[src/hdl/tsop_pkg.sv]
// Shared types and constants for the TCP SYN option parser.
// No dependencies; every other file of the block but tsop_if uses this package.
`timescale 1ns / 1ps
`default_nettype none

package tsop_pkg;

  // Result status codes.
  localparam logic [2:0] ST_OK       = 3'd0;
  localparam logic [2:0] ST_TOO_LONG = 3'd1;
  localparam logic [2:0] ST_TRUNC    = 3'd2;
  localparam logic [2:0] ST_BAD_LEN  = 3'd3;
  localparam logic [2:0] ST_DUP      = 3'd4;
  localparam logic [2:0] ST_BAD_MSS  = 3'd5;

  // The byte counter saturates at its all-ones value.
  localparam int unsigned COUNT_W = 6;

  // One option-area byte as it travels inside the block.
  typedef struct packed {
    logic [7:0] opt_byte;
    logic       last_byte;
    logic       empty_area;
  } item_t;

  // One parse result.
  typedef struct packed {
    logic [2:0]  status;
    logic        mss_found;
    logic [15:0] seg_size;
    logic        scale_found;
    logic [3:0]  scale_shift;
    logic        sack_ok;
    logic        stamp_found;
    logic [31:0] stamp_value;
    logic [31:0] stamp_echo;
  } result_t;

endpackage

`default_nettype wire

[src/hdl/tsop_if.sv]
// Valid/ready channel interfaces for the option byte input and the result output.
// No dependencies.
`timescale 1ns / 1ps
`default_nettype none

interface tsop_in_if;
  logic       valid;
  logic       ready;
  logic [7:0] opt_byte;
  logic       last_byte;
  logic       empty_area;

  modport source (output valid, output opt_byte, output last_byte, output empty_area,
                  input ready);
  modport sink (input valid, input opt_byte, input last_byte, input empty_area,
                output ready);
endinterface

interface tsop_out_if;
  logic        valid;
  logic        ready;
  logic [2:0]  status;
  logic        mss_found;
  logic [15:0] seg_size;
  logic        scale_found;
  logic [3:0]  scale_shift;
  logic        sack_ok;
  logic        stamp_found;
  logic [31:0] stamp_value;
  logic [31:0] stamp_echo;

  modport source (output valid, output status, output mss_found, output seg_size,
                  output scale_found, output scale_shift, output sack_ok,
                  output stamp_found, output stamp_value, output stamp_echo,
                  input ready);
  modport sink (input valid, input status, input mss_found, input seg_size,
                input scale_found, input scale_shift, input sack_ok,
                input stamp_found, input stamp_value, input stamp_echo,
                output ready);
endinterface

`default_nettype wire

[src/hdl/tcp_syn_option_parser_top.sv]
// Top level of the TCP SYN option parser.
// Depends on tsop_pkg, tsop_if, tsop_in_reg, tsop_parse and tsop_out_reg.
//
// Usage: the option area of one SYN segment enters on opts, one byte per
// request, with last_byte set on its final byte. A request with empty_area
// set carries no byte and closes an empty area with the default result.
// Exactly one result leaves on result for each area, on its last byte.
// Path: an accepted byte waits in the input register, is parsed from there as
// it leaves, and its result, if any, is captured in the result register.
// Throughput: one byte per cycle outside the stalls below; the per-byte state
// update of the option walk is a single registered step between the input and result registers.
// Stalls: while a result waits on result.ready, bytes that close no area
// keep flowing; a byte that closes an area waits in the input register
// until the result register is free.
// Reset: rst clears both registers and the walk state; no result is pending.
// MAX_AREA sets the byte count past which an area is reported too long.
`timescale 1ns / 1ps
`default_nettype none

module tcp_syn_option_parser_top #(
  parameter int MAX_AREA = 40
) (
  input wire logic    clk,
  input wire logic    rst,
  tsop_in_if.sink     opts,
  tsop_out_if.source  result
);

  tsop_pkg::item_t   in_item;
  tsop_pkg::item_t   held_item;
  tsop_pkg::result_t step_res;
  tsop_pkg::result_t out_data;
  logic held_valid;
  logic take;
  logic res_has;
  logic out_free;

  assign in_item = '{opt_byte: opts.opt_byte, last_byte: opts.last_byte,
                     empty_area: opts.empty_area};

  // A byte is parsed unless its result would find the result register full.
  assign take = held_valid && (!res_has || out_free);

  tsop_in_reg u_in_reg (
    .clk        (clk),
    .rst        (rst),
    .in_valid   (opts.valid),
    .in_ready   (opts.ready),
    .in_item    (in_item),
    .take       (take),
    .held_valid (held_valid),
    .held_item  (held_item)
  );

  tsop_parse #(
    .MAX_AREA (MAX_AREA)
  ) u_parse (
    .clk     (clk),
    .rst     (rst),
    .step    (take),
    .item    (held_item),
    .res_has (res_has),
    .res     (step_res)
  );

  tsop_out_reg u_out_reg (
    .clk       (clk),
    .rst       (rst),
    .load      (take && res_has),
    .load_data (step_res),
    .free      (out_free),
    .out_valid (result.valid),
    .out_ready (result.ready),
    .out_data  (out_data)
  );

  // Result payload onto the channel.
  assign result.status      = out_data.status;
  assign result.mss_found   = out_data.mss_found;
  assign result.seg_size    = out_data.seg_size;
  assign result.scale_found = out_data.scale_found;
  assign result.scale_shift = out_data.scale_shift;
  assign result.sack_ok     = out_data.sack_ok;
  assign result.stamp_found = out_data.stamp_found;
  assign result.stamp_value = out_data.stamp_value;
  assign result.stamp_echo  = out_data.stamp_echo;

endmodule

`default_nettype wire

[src/hdl/tsop_in_reg.sv]
// Input register stage: holds one option byte request until the parser takes it.
// Depends on tsop_pkg.
`timescale 1ns / 1ps
`default_nettype none

module tsop_in_reg (
  input  wire logic          clk,
  input  wire logic          rst,
  input  wire logic          in_valid,
  output logic               in_ready,
  input  wire tsop_pkg::item_t in_item,
  input  wire logic          take,
  output logic               held_valid,
  output tsop_pkg::item_t    held_item
);

  // The stage can load when empty or when its item leaves this cycle.
  assign in_ready = !held_valid || take;

  always_ff @(posedge clk) begin
    if (rst) begin
      held_valid <= 1'b0;
    end else if (in_ready) begin
      held_valid <= in_valid;
    end
  end

  always_ff @(posedge clk) begin
    if (in_valid && in_ready) begin
      held_item <= in_item;
    end
  end

endmodule

`default_nettype wire

[src/hdl/tsop_parse.sv]
// Option walk state and per-byte update logic; forms the result on the last byte.
// Depends on tsop_pkg.
`timescale 1ns / 1ps
`default_nettype none

module tsop_parse #(
  parameter int MAX_AREA = 40
) (
  input  wire logic            clk,
  input  wire logic            rst,
  input  wire logic            step,
  input  wire tsop_pkg::item_t item,
  output logic                 res_has,
  output tsop_pkg::result_t    res
);

  localparam logic [1:0] PH_KIND = 2'd0;
  localparam logic [1:0] PH_LEN  = 2'd1;
  localparam logic [1:0] PH_BODY = 2'd2;
  localparam logic [1:0] PH_STOP = 2'd3;

  localparam int F_MSS   = 0;
  localparam int F_SCALE = 1;
  localparam int F_SACK  = 2;
  localparam int F_STAMP = 3;

  localparam logic [7:0] KIND_END   = 8'd0;
  localparam logic [7:0] KIND_NOP   = 8'd1;
  localparam logic [7:0] KIND_MSS   = 8'd2;
  localparam logic [7:0] KIND_SCALE = 8'd3;
  localparam logic [7:0] KIND_SACK  = 8'd4;
  localparam logic [7:0] KIND_STAMP = 8'd8;

  localparam logic [7:0] SCALE_MAX = 8'd14;
  localparam logic [tsop_pkg::COUNT_W-1:0] COUNT_MAX = '1;
  localparam logic [tsop_pkg::COUNT_W-1:0] AREA_LIMIT = tsop_pkg::COUNT_W'(MAX_AREA);

  logic [tsop_pkg::COUNT_W-1:0] area_count, area_count_next;
  logic [1:0]  parse_phase, parse_phase_next;
  logic [7:0]  cur_kind, cur_kind_next;
  logic [7:0]  cur_len, cur_len_next;
  logic [7:0]  left_in_option, left_in_option_next;
  logic [63:0] body_shift, body_shift_next;
  logic [2:0]  latched_status, latched_status_next;
  logic [3:0]  found_flags, found_flags_next;
  logic [15:0] held_mss, held_mss_next;
  logic [3:0]  held_scale, held_scale_next;
  logic [63:0] held_stamps, held_stamps_next;
  logic        finish;
  logic [7:0]  left_dec;
  logic [2:0]  final_status;

  assign res_has  = item.last_byte || item.empty_area;
  assign left_dec = left_in_option - 8'd1;

  // Byte walk: one kind, length or body byte per step.
  always_comb begin
    area_count_next     = (area_count != COUNT_MAX) ? area_count + 1'b1 : area_count;
    parse_phase_next    = parse_phase;
    cur_kind_next       = cur_kind;
    cur_len_next        = cur_len;
    left_in_option_next = left_in_option;
    body_shift_next     = body_shift;
    latched_status_next = latched_status;
    found_flags_next    = found_flags;
    held_mss_next       = held_mss;
    held_scale_next     = held_scale;
    held_stamps_next    = held_stamps;
    finish              = 1'b0;

    case (parse_phase)
      PH_KIND: begin
        if (item.opt_byte == KIND_END) begin
          parse_phase_next = PH_STOP;
        end else if (item.opt_byte != KIND_NOP) begin
          cur_kind_next    = item.opt_byte;
          parse_phase_next = PH_LEN;
        end
      end
      PH_LEN: begin
        cur_len_next = item.opt_byte;
        if (item.opt_byte < 8'd2) begin
          latched_status_next = tsop_pkg::ST_BAD_LEN;
          parse_phase_next    = PH_STOP;
        end else begin
          left_in_option_next = item.opt_byte - 8'd2;
          body_shift_next     = '0;
          if (item.opt_byte == 8'd2) begin
            finish = 1'b1;
          end else begin
            parse_phase_next = PH_BODY;
          end
        end
      end
      PH_BODY: begin
        body_shift_next     = {body_shift[55:0], item.opt_byte};
        left_in_option_next = left_dec;
        finish              = (left_dec == 8'd0);
      end
      default: begin
      end
    endcase

    // A complete known option is checked for length, duplicates and a zero MSS; a scale above 14 is clamped.
    if (finish) begin
      parse_phase_next = PH_KIND;
      case (cur_kind)
        KIND_MSS: begin
          if (cur_len_next != 8'd4) begin
            latched_status_next = tsop_pkg::ST_BAD_LEN;
            parse_phase_next    = PH_STOP;
          end else if (found_flags[F_MSS]) begin
            latched_status_next = tsop_pkg::ST_DUP;
            parse_phase_next    = PH_STOP;
          end else if (body_shift_next[15:0] == 16'd0) begin
            latched_status_next = tsop_pkg::ST_BAD_MSS;
            parse_phase_next    = PH_STOP;
          end else begin
            held_mss_next           = body_shift_next[15:0];
            found_flags_next[F_MSS] = 1'b1;
          end
        end
        KIND_SCALE: begin
          if (cur_len_next != 8'd3) begin
            latched_status_next = tsop_pkg::ST_BAD_LEN;
            parse_phase_next    = PH_STOP;
          end else if (found_flags[F_SCALE]) begin
            latched_status_next = tsop_pkg::ST_DUP;
            parse_phase_next    = PH_STOP;
          end else begin
            held_scale_next = (body_shift_next[7:0] > SCALE_MAX) ? SCALE_MAX[3:0]
                                                                 : body_shift_next[3:0];
            found_flags_next[F_SCALE] = 1'b1;
          end
        end
        KIND_SACK: begin
          if (cur_len_next != 8'd2) begin
            latched_status_next = tsop_pkg::ST_BAD_LEN;
            parse_phase_next    = PH_STOP;
          end else if (found_flags[F_SACK]) begin
            latched_status_next = tsop_pkg::ST_DUP;
            parse_phase_next    = PH_STOP;
          end else begin
            found_flags_next[F_SACK] = 1'b1;
          end
        end
        KIND_STAMP: begin
          if (cur_len_next != 8'd10) begin
            latched_status_next = tsop_pkg::ST_BAD_LEN;
            parse_phase_next    = PH_STOP;
          end else if (found_flags[F_STAMP]) begin
            latched_status_next = tsop_pkg::ST_DUP;
            parse_phase_next    = PH_STOP;
          end else begin
            held_stamps_next          = body_shift_next;
            found_flags_next[F_STAMP] = 1'b1;
          end
        end
        default: begin
        end
      endcase
    end
  end

  // An option still open at the area's end is truncated.
  assign final_status = (parse_phase_next == PH_LEN || parse_phase_next == PH_BODY)
                        ? tsop_pkg::ST_TRUNC : latched_status_next;

  // Result fields; an empty area or an overlong area overrides the options.
  always_comb begin
    res = '0;
    if (item.empty_area) begin
      res = '0;
    end else if (area_count_next > AREA_LIMIT) begin
      res.status = tsop_pkg::ST_TOO_LONG;
    end else begin
      res.status      = final_status;
      res.mss_found   = found_flags_next[F_MSS];
      res.seg_size    = held_mss_next;
      res.scale_found = found_flags_next[F_SCALE];
      res.scale_shift = held_scale_next;
      res.sack_ok     = found_flags_next[F_SACK];
      res.stamp_found = found_flags_next[F_STAMP];
      res.stamp_value = held_stamps_next[63:32];
      res.stamp_echo  = held_stamps_next[31:0];
    end
  end

  // State update; a result returns the walk to its starting point.
  always_ff @(posedge clk) begin
    if (rst || (step && res_has)) begin
      area_count     <= '0;
      parse_phase    <= PH_KIND;
      cur_kind       <= '0;
      cur_len        <= '0;
      left_in_option <= '0;
      body_shift     <= '0;
      latched_status <= tsop_pkg::ST_OK;
      found_flags    <= '0;
      held_mss       <= '0;
      held_scale     <= '0;
      held_stamps    <= '0;
    end else if (step) begin
      area_count     <= area_count_next;
      parse_phase    <= parse_phase_next;
      cur_kind       <= cur_kind_next;
      cur_len        <= cur_len_next;
      left_in_option <= left_in_option_next;
      body_shift     <= body_shift_next;
      latched_status <= latched_status_next;
      found_flags    <= found_flags_next;
      held_mss       <= held_mss_next;
      held_scale     <= held_scale_next;
      held_stamps    <= held_stamps_next;
    end
  end

endmodule

`default_nettype wire

[src/hdl/tsop_out_reg.sv]
// Result register: holds one result request until the receiver takes it.
// Depends on tsop_pkg.
`timescale 1ns / 1ps
`default_nettype none

module tsop_out_reg (
  input  wire logic              clk,
  input  wire logic              rst,
  input  wire logic              load,
  input  wire tsop_pkg::result_t load_data,
  output logic                   free,
  output logic                   out_valid,
  input  wire logic              out_ready,
  output tsop_pkg::result_t      out_data
);

  // Free when empty or when the held result is taken this cycle.
  assign free = !out_valid || out_ready;

  always_ff @(posedge clk) begin
    if (rst) begin
      out_valid <= 1'b0;
    end else if (free) begin
      out_valid <= load;
    end
  end

  always_ff @(posedge clk) begin
    if (load && free) begin
      out_data <= load_data;
    end
  end

endmodule

`default_nettype wire

[src/flat_wrapper.sv]
// flat-port wrapper written by rule: the top's interface ports become plain ports
module tcp_syn_option_parser_top_flat 
#(
  parameter int MAX_AREA = 40
)
  (clk, rst, opts_valid, opts_opt_byte, opts_last_byte, opts_empty_area, opts_ready, result_valid, result_status, result_mss_found, result_seg_size, result_scale_found, result_scale_shift, result_sack_ok, result_stamp_found, result_stamp_value, result_stamp_echo, result_ready);
  tsop_in_if opts_i ();
  tsop_out_if result_i ();
  input wire logic clk;
  input wire logic rst;
  input wire logic [$bits(opts_i.valid)-1:0] opts_valid;
  input wire logic [$bits(opts_i.opt_byte)-1:0] opts_opt_byte;
  input wire logic [$bits(opts_i.last_byte)-1:0] opts_last_byte;
  input wire logic [$bits(opts_i.empty_area)-1:0] opts_empty_area;
  output wire logic [$bits(opts_i.ready)-1:0] opts_ready;
  output wire logic [$bits(result_i.valid)-1:0] result_valid;
  output wire logic [$bits(result_i.status)-1:0] result_status;
  output wire logic [$bits(result_i.mss_found)-1:0] result_mss_found;
  output wire logic [$bits(result_i.seg_size)-1:0] result_seg_size;
  output wire logic [$bits(result_i.scale_found)-1:0] result_scale_found;
  output wire logic [$bits(result_i.scale_shift)-1:0] result_scale_shift;
  output wire logic [$bits(result_i.sack_ok)-1:0] result_sack_ok;
  output wire logic [$bits(result_i.stamp_found)-1:0] result_stamp_found;
  output wire logic [$bits(result_i.stamp_value)-1:0] result_stamp_value;
  output wire logic [$bits(result_i.stamp_echo)-1:0] result_stamp_echo;
  input wire logic [$bits(result_i.ready)-1:0] result_ready;
  assign opts_i.valid = opts_valid;
  assign opts_i.opt_byte = opts_opt_byte;
  assign opts_i.last_byte = opts_last_byte;
  assign opts_i.empty_area = opts_empty_area;
  assign opts_ready = opts_i.ready;
  assign result_valid = result_i.valid;
  assign result_status = result_i.status;
  assign result_mss_found = result_i.mss_found;
  assign result_seg_size = result_i.seg_size;
  assign result_scale_found = result_i.scale_found;
  assign result_scale_shift = result_i.scale_shift;
  assign result_sack_ok = result_i.sack_ok;
  assign result_stamp_found = result_i.stamp_found;
  assign result_stamp_value = result_i.stamp_value;
  assign result_stamp_echo = result_i.stamp_echo;
  assign result_i.ready = result_ready;
  tcp_syn_option_parser_top #(.MAX_AREA(MAX_AREA)) u_core (.clk(clk), .rst(rst), .opts(opts_i), .result(result_i));
endmodule
[config.mk]
export PLATFORM = sky130hd
export DESIGN_NAME = tcp_syn_option_parser_top_flat
export DESIGN_NICKNAME = d
export VERILOG_FILES = /design/src/hdl/tsop_pkg.sv /design/src/hdl/tsop_if.sv /design/src/hdl/tcp_syn_option_parser_top.sv /design/src/hdl/tsop_in_reg.sv /design/src/hdl/tsop_parse.sv /design/src/hdl/tsop_out_reg.sv /design/src/flat_wrapper.sv
export SDC_FILE = /design/constraint.sdc
export NUM_CORES = 1
export LEC_CHECK = 0
export ABC_AREA = 1
export BUFFER_PORTS_ARGS = -buffer_cell sky130_fd_sc_hd__buf_2
export CAP_MARGIN = 15
export CORE_MARGIN = 4
export CORE_UTILIZATION = 37
export CTS_CLUSTER_DIAMETER = 50
export CTS_CLUSTER_SIZE = 25
export DETAILED_ROUTE_END_ITERATION = 8
export SLEW_MARGIN = 15
export SYNTH_ARGS = -nofsm -noshare
export SYNTH_HDL_FRONTEND = slang
export SYNTH_SLANG_ARGS = --single-unit
[constraint.sdc]
create_clock -name clk -period 5.1 [get_ports clk]
set_input_delay 0.765 -clock clk [delete_from_list [all_inputs] [get_ports clk]]
set_output_delay 0.765 -clock clk [all_outputs]
set_load 0.01 [all_outputs]
==> metrics, run 1 <==
row count=70; P per Cell Area=347 mW/mm^2; P&R area growth vs syn=12.9%; fin worst setup slack=1.22 ns; Die Wd=200 microns; WP buf/inv=6; Final nets=1841; largest net degree at the start of global routing=251; Die Height=200 microns; Worst Path Arrival=4.33 ns; DRT iter0 DRCs=890; Worst-Margin Slew=1.07 ns; total CTS buffers=31; LEAKAGE=7.12 nW; deepest clock path buffer count=3; top cell type's share of synthesized area=0.276; fin. max-slew vios=0; CTS Hold Bufs=0; Min Clock Period, post-route=3.88 ns; cts repair resizes=0; largest area contributor in the netlist=dfxtp_1; final worst path period share=0.761; Async S/R FF share, synth=0; flop2flop setup slack=1.22 ns; critical path's largest stage delay=0.43 ns; ANT nets after route=0; vias in the first global route=10.5k; placed insts=2255; RR Endpoint=u_core.u_parse.held_stamps[27]$_SDFFE_PP0P_; TritonCTS clock tree=yes; Post-CTS Setup Repair Bufs=0; R2R Path Start=u_core.u_parse.parse_phase[1]$_SDFFE_PP0P_; Fin Setup TNS=0 ns; first-pass GRT wire length=54300 microns; layout cells sized above 1=0.111; syn avg cell area=7.73 sq um; clock-pin slew on the worst setup and hold paths=0.06 ns; initial antenna violation count=0; CP max-delay cell=buf_4; post-synthesis sequential area ratio=0.498; Synth cell types=46; CTS Sinks=290; total iterations of the first detailed-routing run=5; worst reg2reg path depth=17; DR vias=11.3k; Antenna diodes=0; VDD IR-drop max=280 uV; Post-synth EDFFs=101; Peak Freq=0.258 GHz; WL/cell=14.4 microns; Post-Syn Instances=1771; io pins=107; syn nets=1792; setup violators final=0; Hold WC Path Type=input pin to register; Starting Density=0.375; post-synthesis register bit count=290; YS warnings=0; run status=complete, no violations; RSZ-0062 raised after global routing=no; GRT Total Usage=0.159; Place WS=1.29 ns; total power=5.36 mW; DR vias/cell=4.88; Non-Filler Instances=2313; gpl congestion=0.863; CP Capture Type=register; core area=0.0365 sq mm; Worst EP required=5.55 ns; synth cell count leaders=inv_1, nand2_1, nor2_1; drt total wl=33300 microns; GR Overflow Total=0; maxcap violations=0; critical path startpoint category=register; IO buf count=106; Crit path max-delay family=simple AND/OR/NAND/NOR gates; hold path start=opts_opt_byte[6]; Crit Path Class=register to register; Skew-Pair Late Insertion Delay=0.58 ns; Hold EP=u_core.u_in_reg.held_item[8]$_DFFE_PP_; cell with the most instances after synthesis=inv_1; die area=0.0402 sq mm; Slew headroom=0.285; Synth Cell Area=0.0137 sq mm; Worst Hold Depth=1; DP Wirelength=21500 microns; CTS root buf=clkbuf_16; DRC Markers=0; Top FF cell, synth=dfxtp_1; Area contributors post-synth=dfxtp_1, edfxtp_1, inv_1, a21oi_1, nand2_1; CP Cell Sequence=inv_1 -> ha_1 -> inv_2 -> or2_1 -> o21ai_2 -> inv_2 -> nor2_2 -> nand4_4 -> nor2_4 -> nand2_4 -> nor2_8 -> inv_4 -> buf_4 -> nor2_1 -> a21oi_1 -> o21ai_0 -> inv_1; skew final=0.0383 ns; Max FO, Critical Path=91; htree depth=1; Hold Violations, Final=0
-- cell usage in the layout, fill, tap and decap left out, types with 5 or more instances in the layout --
cell / instances
clkinv_1: 5
o21ai_1: 73
edfxtp_1: 101
o22ai_1: 49
inv_1: 359
buf_2: 106
clkbuf_16: 32
dfxtp_1: 189
o211ai_1: 11
a21oi_1: 179
xor2_1: 5
a31oi_1: 5
inv_2: 13
nand3_1: 25
nand2_1: 208
o21a_1: 16
ha_1: 7
a211oi_1: 44
nor2_1: 201
o21ai_0: 131
buf_4: 11
clkinv_2: 8
nor3_1: 10
-- cell type report --
| type | count | area (sq um) |
|---|---|---|
| clock buffers | 36 | 846 |
| well taps | 468 | 586 |
| clock inverters | 22 | 158 |
| inverters | 376 | 1420 |
| flip-flops and latches | 290 | 6820 |
| repair buffers | 118 | 633 |
| multi-input cells | 1003 | 5000 |
| fillers | 3676 | 21100 |
-- routing by layer --
layer | up-vias | share of wire | GRT usage | wire length, microns
met3 | 54 | 0.040 | 0.0225 | 1320
met4 | 0 | 0.024 | 0.0457 | 785
met5 | - | 0 | 0 | 0
met1 | 5195 | 0.50 | 0.228 | 16600
met2 | 229 | 0.44 | 0.251 | 14600
li1 | 5806 | - | - | -
-- state kept, by name, summed over array words and instances (netlist names), 6 cells and up --
signal,cells
u_core.u_parse.held_mss,16
u_core.u_parse.left_in_option,8
u_core.u_out_reg.out_data,91
u_core.u_parse.body_shift,64
u_core.u_in_reg.held_item,10
u_core.u_parse.cur_kind,8
u_core.u_parse.area_count,6
u_core.u_parse.held_stamps,64
u_core.u_parse.cur_len,8
-- power breakdown --
group / switching (mW) / total [mW] / leakage, nW / internal (mW)
Clock: 0.982 / 2.19 / 0.497 / 1.21
Combinational: 0.422 / 0.608 / 4.14 / 0.187
Sequential: 0.0517 / 2.57 / 2.49 / 2.52
-- how the worst max path moves through the flow --
stage / startpoint / to / slack (ns) / depth (start not counted)
floorplan: result_ready / u_core.u_out_reg.out_data[0]$_SDFFCE_PP0P_ / 1.61 / 6
finish: u_core.u_parse.parse_phase[1]$_SDFFE_PP0P_ / u_core.u_parse.held_stamps[27]$_SDFFE_PP0P_ / 1.22 / 17
global route: u_core.u_parse.parse_phase[1]$_SDFFE_PP0P_ / u_core.u_parse.held_stamps[30]$_SDFFE_PP0P_ / 0.83 / 17
detailed placement: u_core.u_parse.parse_phase[1]$_SDFFE_PP0P_ / u_core.u_parse.held_stamps[27]$_SDFFE_PP0P_ / 1.29 / 17
global placement: u_core.u_parse.parse_phase[1]$_SDFFE_PP0P_ / u_core.u_parse.held_stamps[27]$_SDFFE_PP0P_ / 1.46 / 17
CTS: u_core.u_parse.parse_phase[1]$_SDFFE_PP0P_ / u_core.u_parse.held_stamps[27]$_SDFFE_PP0P_ / 1.23 / 17
-- stage by stage --
stage / hold WS [ns] / area (sq um) / utilization
floorplan: 0.438 / 13700 / -
global placement: 0.456 / 14500 / 0.396
detailed placement: 0.460 / 14500 / 0.396
CTS: 0.321 / 15500 / 0.423
global route: 0.337 / 15500 / 0.423
finish: 0.359 / 15500 / 0.423
-- cell families (layout without fill, tap and decap cells) --
kind of cell    count (synthesis)  after routing  synth area share
fa+ha+maj                       7              7           0.00639
simple gates                  470            470             0.143
compound gates                517            517             0.209
xor+xnor                        9              9           0.00576
buf+inv                       478            552             0.139
flops                         290            290             0.498
No activity file was read; power rests on OpenSTA's default activity.
==> run 2: changes to the inputs <==
- clock period: 5.1 -> 3.5 ns (I/O delays scaled with it)
==> metrics, run 2 (same netlist as run 1, synthesis figures left out) <==
IO buf count=106 (unchanged); run status=complete, no violations (unchanged); WP buf/inv=5 (was 6); total power=8.08 mW (was 5.36 mW); TritonCTS clock tree=yes (unchanged); Skew-Pair Late Insertion Delay=0.57 ns (was 0.58 ns); Crit Path Class=register to register (unchanged); clock-pin slew on the worst setup and hold paths=0.07 ns (was 0.06 ns); total CTS buffers=31 (unchanged); Hold Violations, Final=0 (unchanged); Starting Density=0.375 (unchanged); Worst Path Arrival=3.49 ns (was 4.33 ns); most common cell after layout, fill and taps aside=inv_1 (unchanged); CP Cell Sequence=inv_1 -> ha_2 -> inv_2 -> nand2_1 -> o21ai_1 -> nor2_1 -> nand2_2 -> inv_2 -> nand4_4 -> nor2_4 -> nand2_4 -> nor2_8 -> inv_4 -> buf_4 -> nor2_1 -> a211oi_1 (was inv_1 -> ha_1 -> inv_2 -> or2_1 -> o21ai_2 -> inv_2 -> nor2_2 -> nand4_4 -> nor2_4 -> nand2_4 -> nor2_8 -> inv_4 -> buf_4 -> nor2_1 -> a21oi_1 -> o21ai_0 -> inv_1); skew final=0.0133 ns (was 0.0383 ns); total iterations of the first detailed-routing run=5 (unchanged); DP Wirelength=22200 microns (was 21500 microns); critical path's largest stage delay=0.44 ns (was 0.43 ns); max FFs per register=91 (unchanged); GRT Total Usage=0.167 (was 0.159); Hold WC Path Type=input pin to register (unchanged); Placement Cell Area=0.0145 sq mm (about the same); DR vias=11.4k (was 11.3k); P per Cell Area=517 mW/mm^2 (was 347 mW/mm^2); fin. max-slew vios=0 (unchanged); DRC Markers=0 (unchanged); row count=70 (unchanged); commonest non-fill, non-tap cells in the layout=inv_1, nand2_1, nor2_1 (unchanged); initial antenna violation count=0 (unchanged); CTS Sinks=290 (unchanged); layout cells sized above 1=0.115 (was 0.111); VDD IR-drop max=384 uV (was 280 uV); CTS Hold Bufs=0 (unchanged); first-pass GRT wire length=57000 microns (was 54300 microns); CP max-delay cell=inv_4 (was buf_4); cts repair resizes=0 (unchanged); Post-CTS Setup Repair Bufs=0 (unchanged); setup violators final=0 (unchanged); gpl congestion=0.860 (was 0.863); deepest clock path buffer count=3 (unchanged); vias in the first global route=11.0k (was 10.5k); DRT iter0 DRCs=961 (was 890); largest net degree at the start of global routing=245 (was 251); die area=0.0402 sq mm (unchanged); htree depth=1 (unchanged); core area=0.0365 sq mm (unchanged); drt total wl=34400 microns (was 33300 microns); Die Height=200 microns (unchanged); Final nets=1844 (was 1841); ANT nets after route=0 (unchanged); Crit path max-delay family=buffers and inverters (was simple AND/OR/NAND/NOR gates); Fin Setup TNS=0 ns (unchanged); flop2flop setup slack=0.37 ns (was 1.22 ns); registers with the most flip-flops=u_core.u_out_reg.out_data x91, u_core.u_parse.body_shift x64, u_core.u_parse.held_stamps x64 (unchanged); Slew headroom=0.265 (was 0.285); io pins=107 (unchanged); CTS root buf=clkbuf_16 (unchanged); LEAKAGE=7.18 nW (was 7.12 nW); RSZ-0062 raised after global routing=no (unchanged); WL/cell=14.9 microns (was 14.4 microns); CP Capture Type=register (unchanged); GR Overflow Total=0 (unchanged); critical path startpoint category=register (unchanged); P&R area growth vs syn=14.1% (was 12.9%); Worst-Margin Slew=1.10 ns (was 1.07 ns); Max FO, Critical Path=57 (was 91); Antenna diodes=0 (unchanged); Min Clock Period, post-route=3.13 ns (was 3.88 ns); maxcap violations=0 (unchanged); Most flops, register=u_core.u_out_reg.out_data (unchanged); fin area=0.0156 sq mm (was 0.0155 sq mm); DR vias/cell=4.93 (was 4.88); Peak Freq=0.320 GHz (was 0.258 GHz); Die Wd=200 microns (unchanged); final worst path period share=0.893 (was 0.761); Worst EP required=3.87 ns (was 5.55 ns)
run 2: where the power goes:
group	switching (mW)	internal, mW	total, mW
combinational	0.625	0.280	0.905
clock	1.48	1.96	3.44
sequential	0.0735	3.67	3.74
run 2: layout make-up:
type	instances	area [sq um]
inverter	376	1420
clock inverter	22	253
multi-input combinational	1003	5000
sequential	290	6820
fill	3594	20900
timing repair buffer	121	718
clock buffer	35	822
tap	468	586
run 2: stage by stage:
stage	cells	util	hold slack, ns	setup slack, ns
2_1_floorplan	1771	-	0.438	0.251
3_3_place_gp	2258	0.398	0.446	0.273
3_5_place_dp	2258	0.398	0.460	0.298
4_1_cts	2315	0.428	0.106	0.275
5_1_grt	2315	0.428	0.116	0.0555
6_report	2315	0.428	0.130	0.375
run 2: layer usage:
layer / routed length [microns] / share of wire / global-route usage
met1: 16300 / 0.48 / 0.239
met2: 15300 / 0.45 / 0.263
met3: 1860 / 0.054 / 0.0269
met4: 869 / 0.025 / 0.0489
met5: 0 / 0 / 0
run 2: final timing paths:
path,from,endpoint,cells past startpoint
worst max-delay path,u_core.u_parse.parse_phase[1]$_SDFFE_PP0P_,u_core.u_out_reg.out_data[48]$_SDFFCE_PP0P_,16
worst max register to register,u_core.u_parse.parse_phase[1]$_SDFFE_PP0P_,u_core.u_out_reg.out_data[48]$_SDFFCE_PP0P_,16
worst min register to register,u_core.u_parse.cur_len[6]$_SDFFE_PP0P_,u_core.u_parse.cur_len[6]$_SDFFE_PP0P_,2
worst min-delay path,opts_opt_byte[2],u_core.u_in_reg.held_item[4]$_DFFE_PP_,1
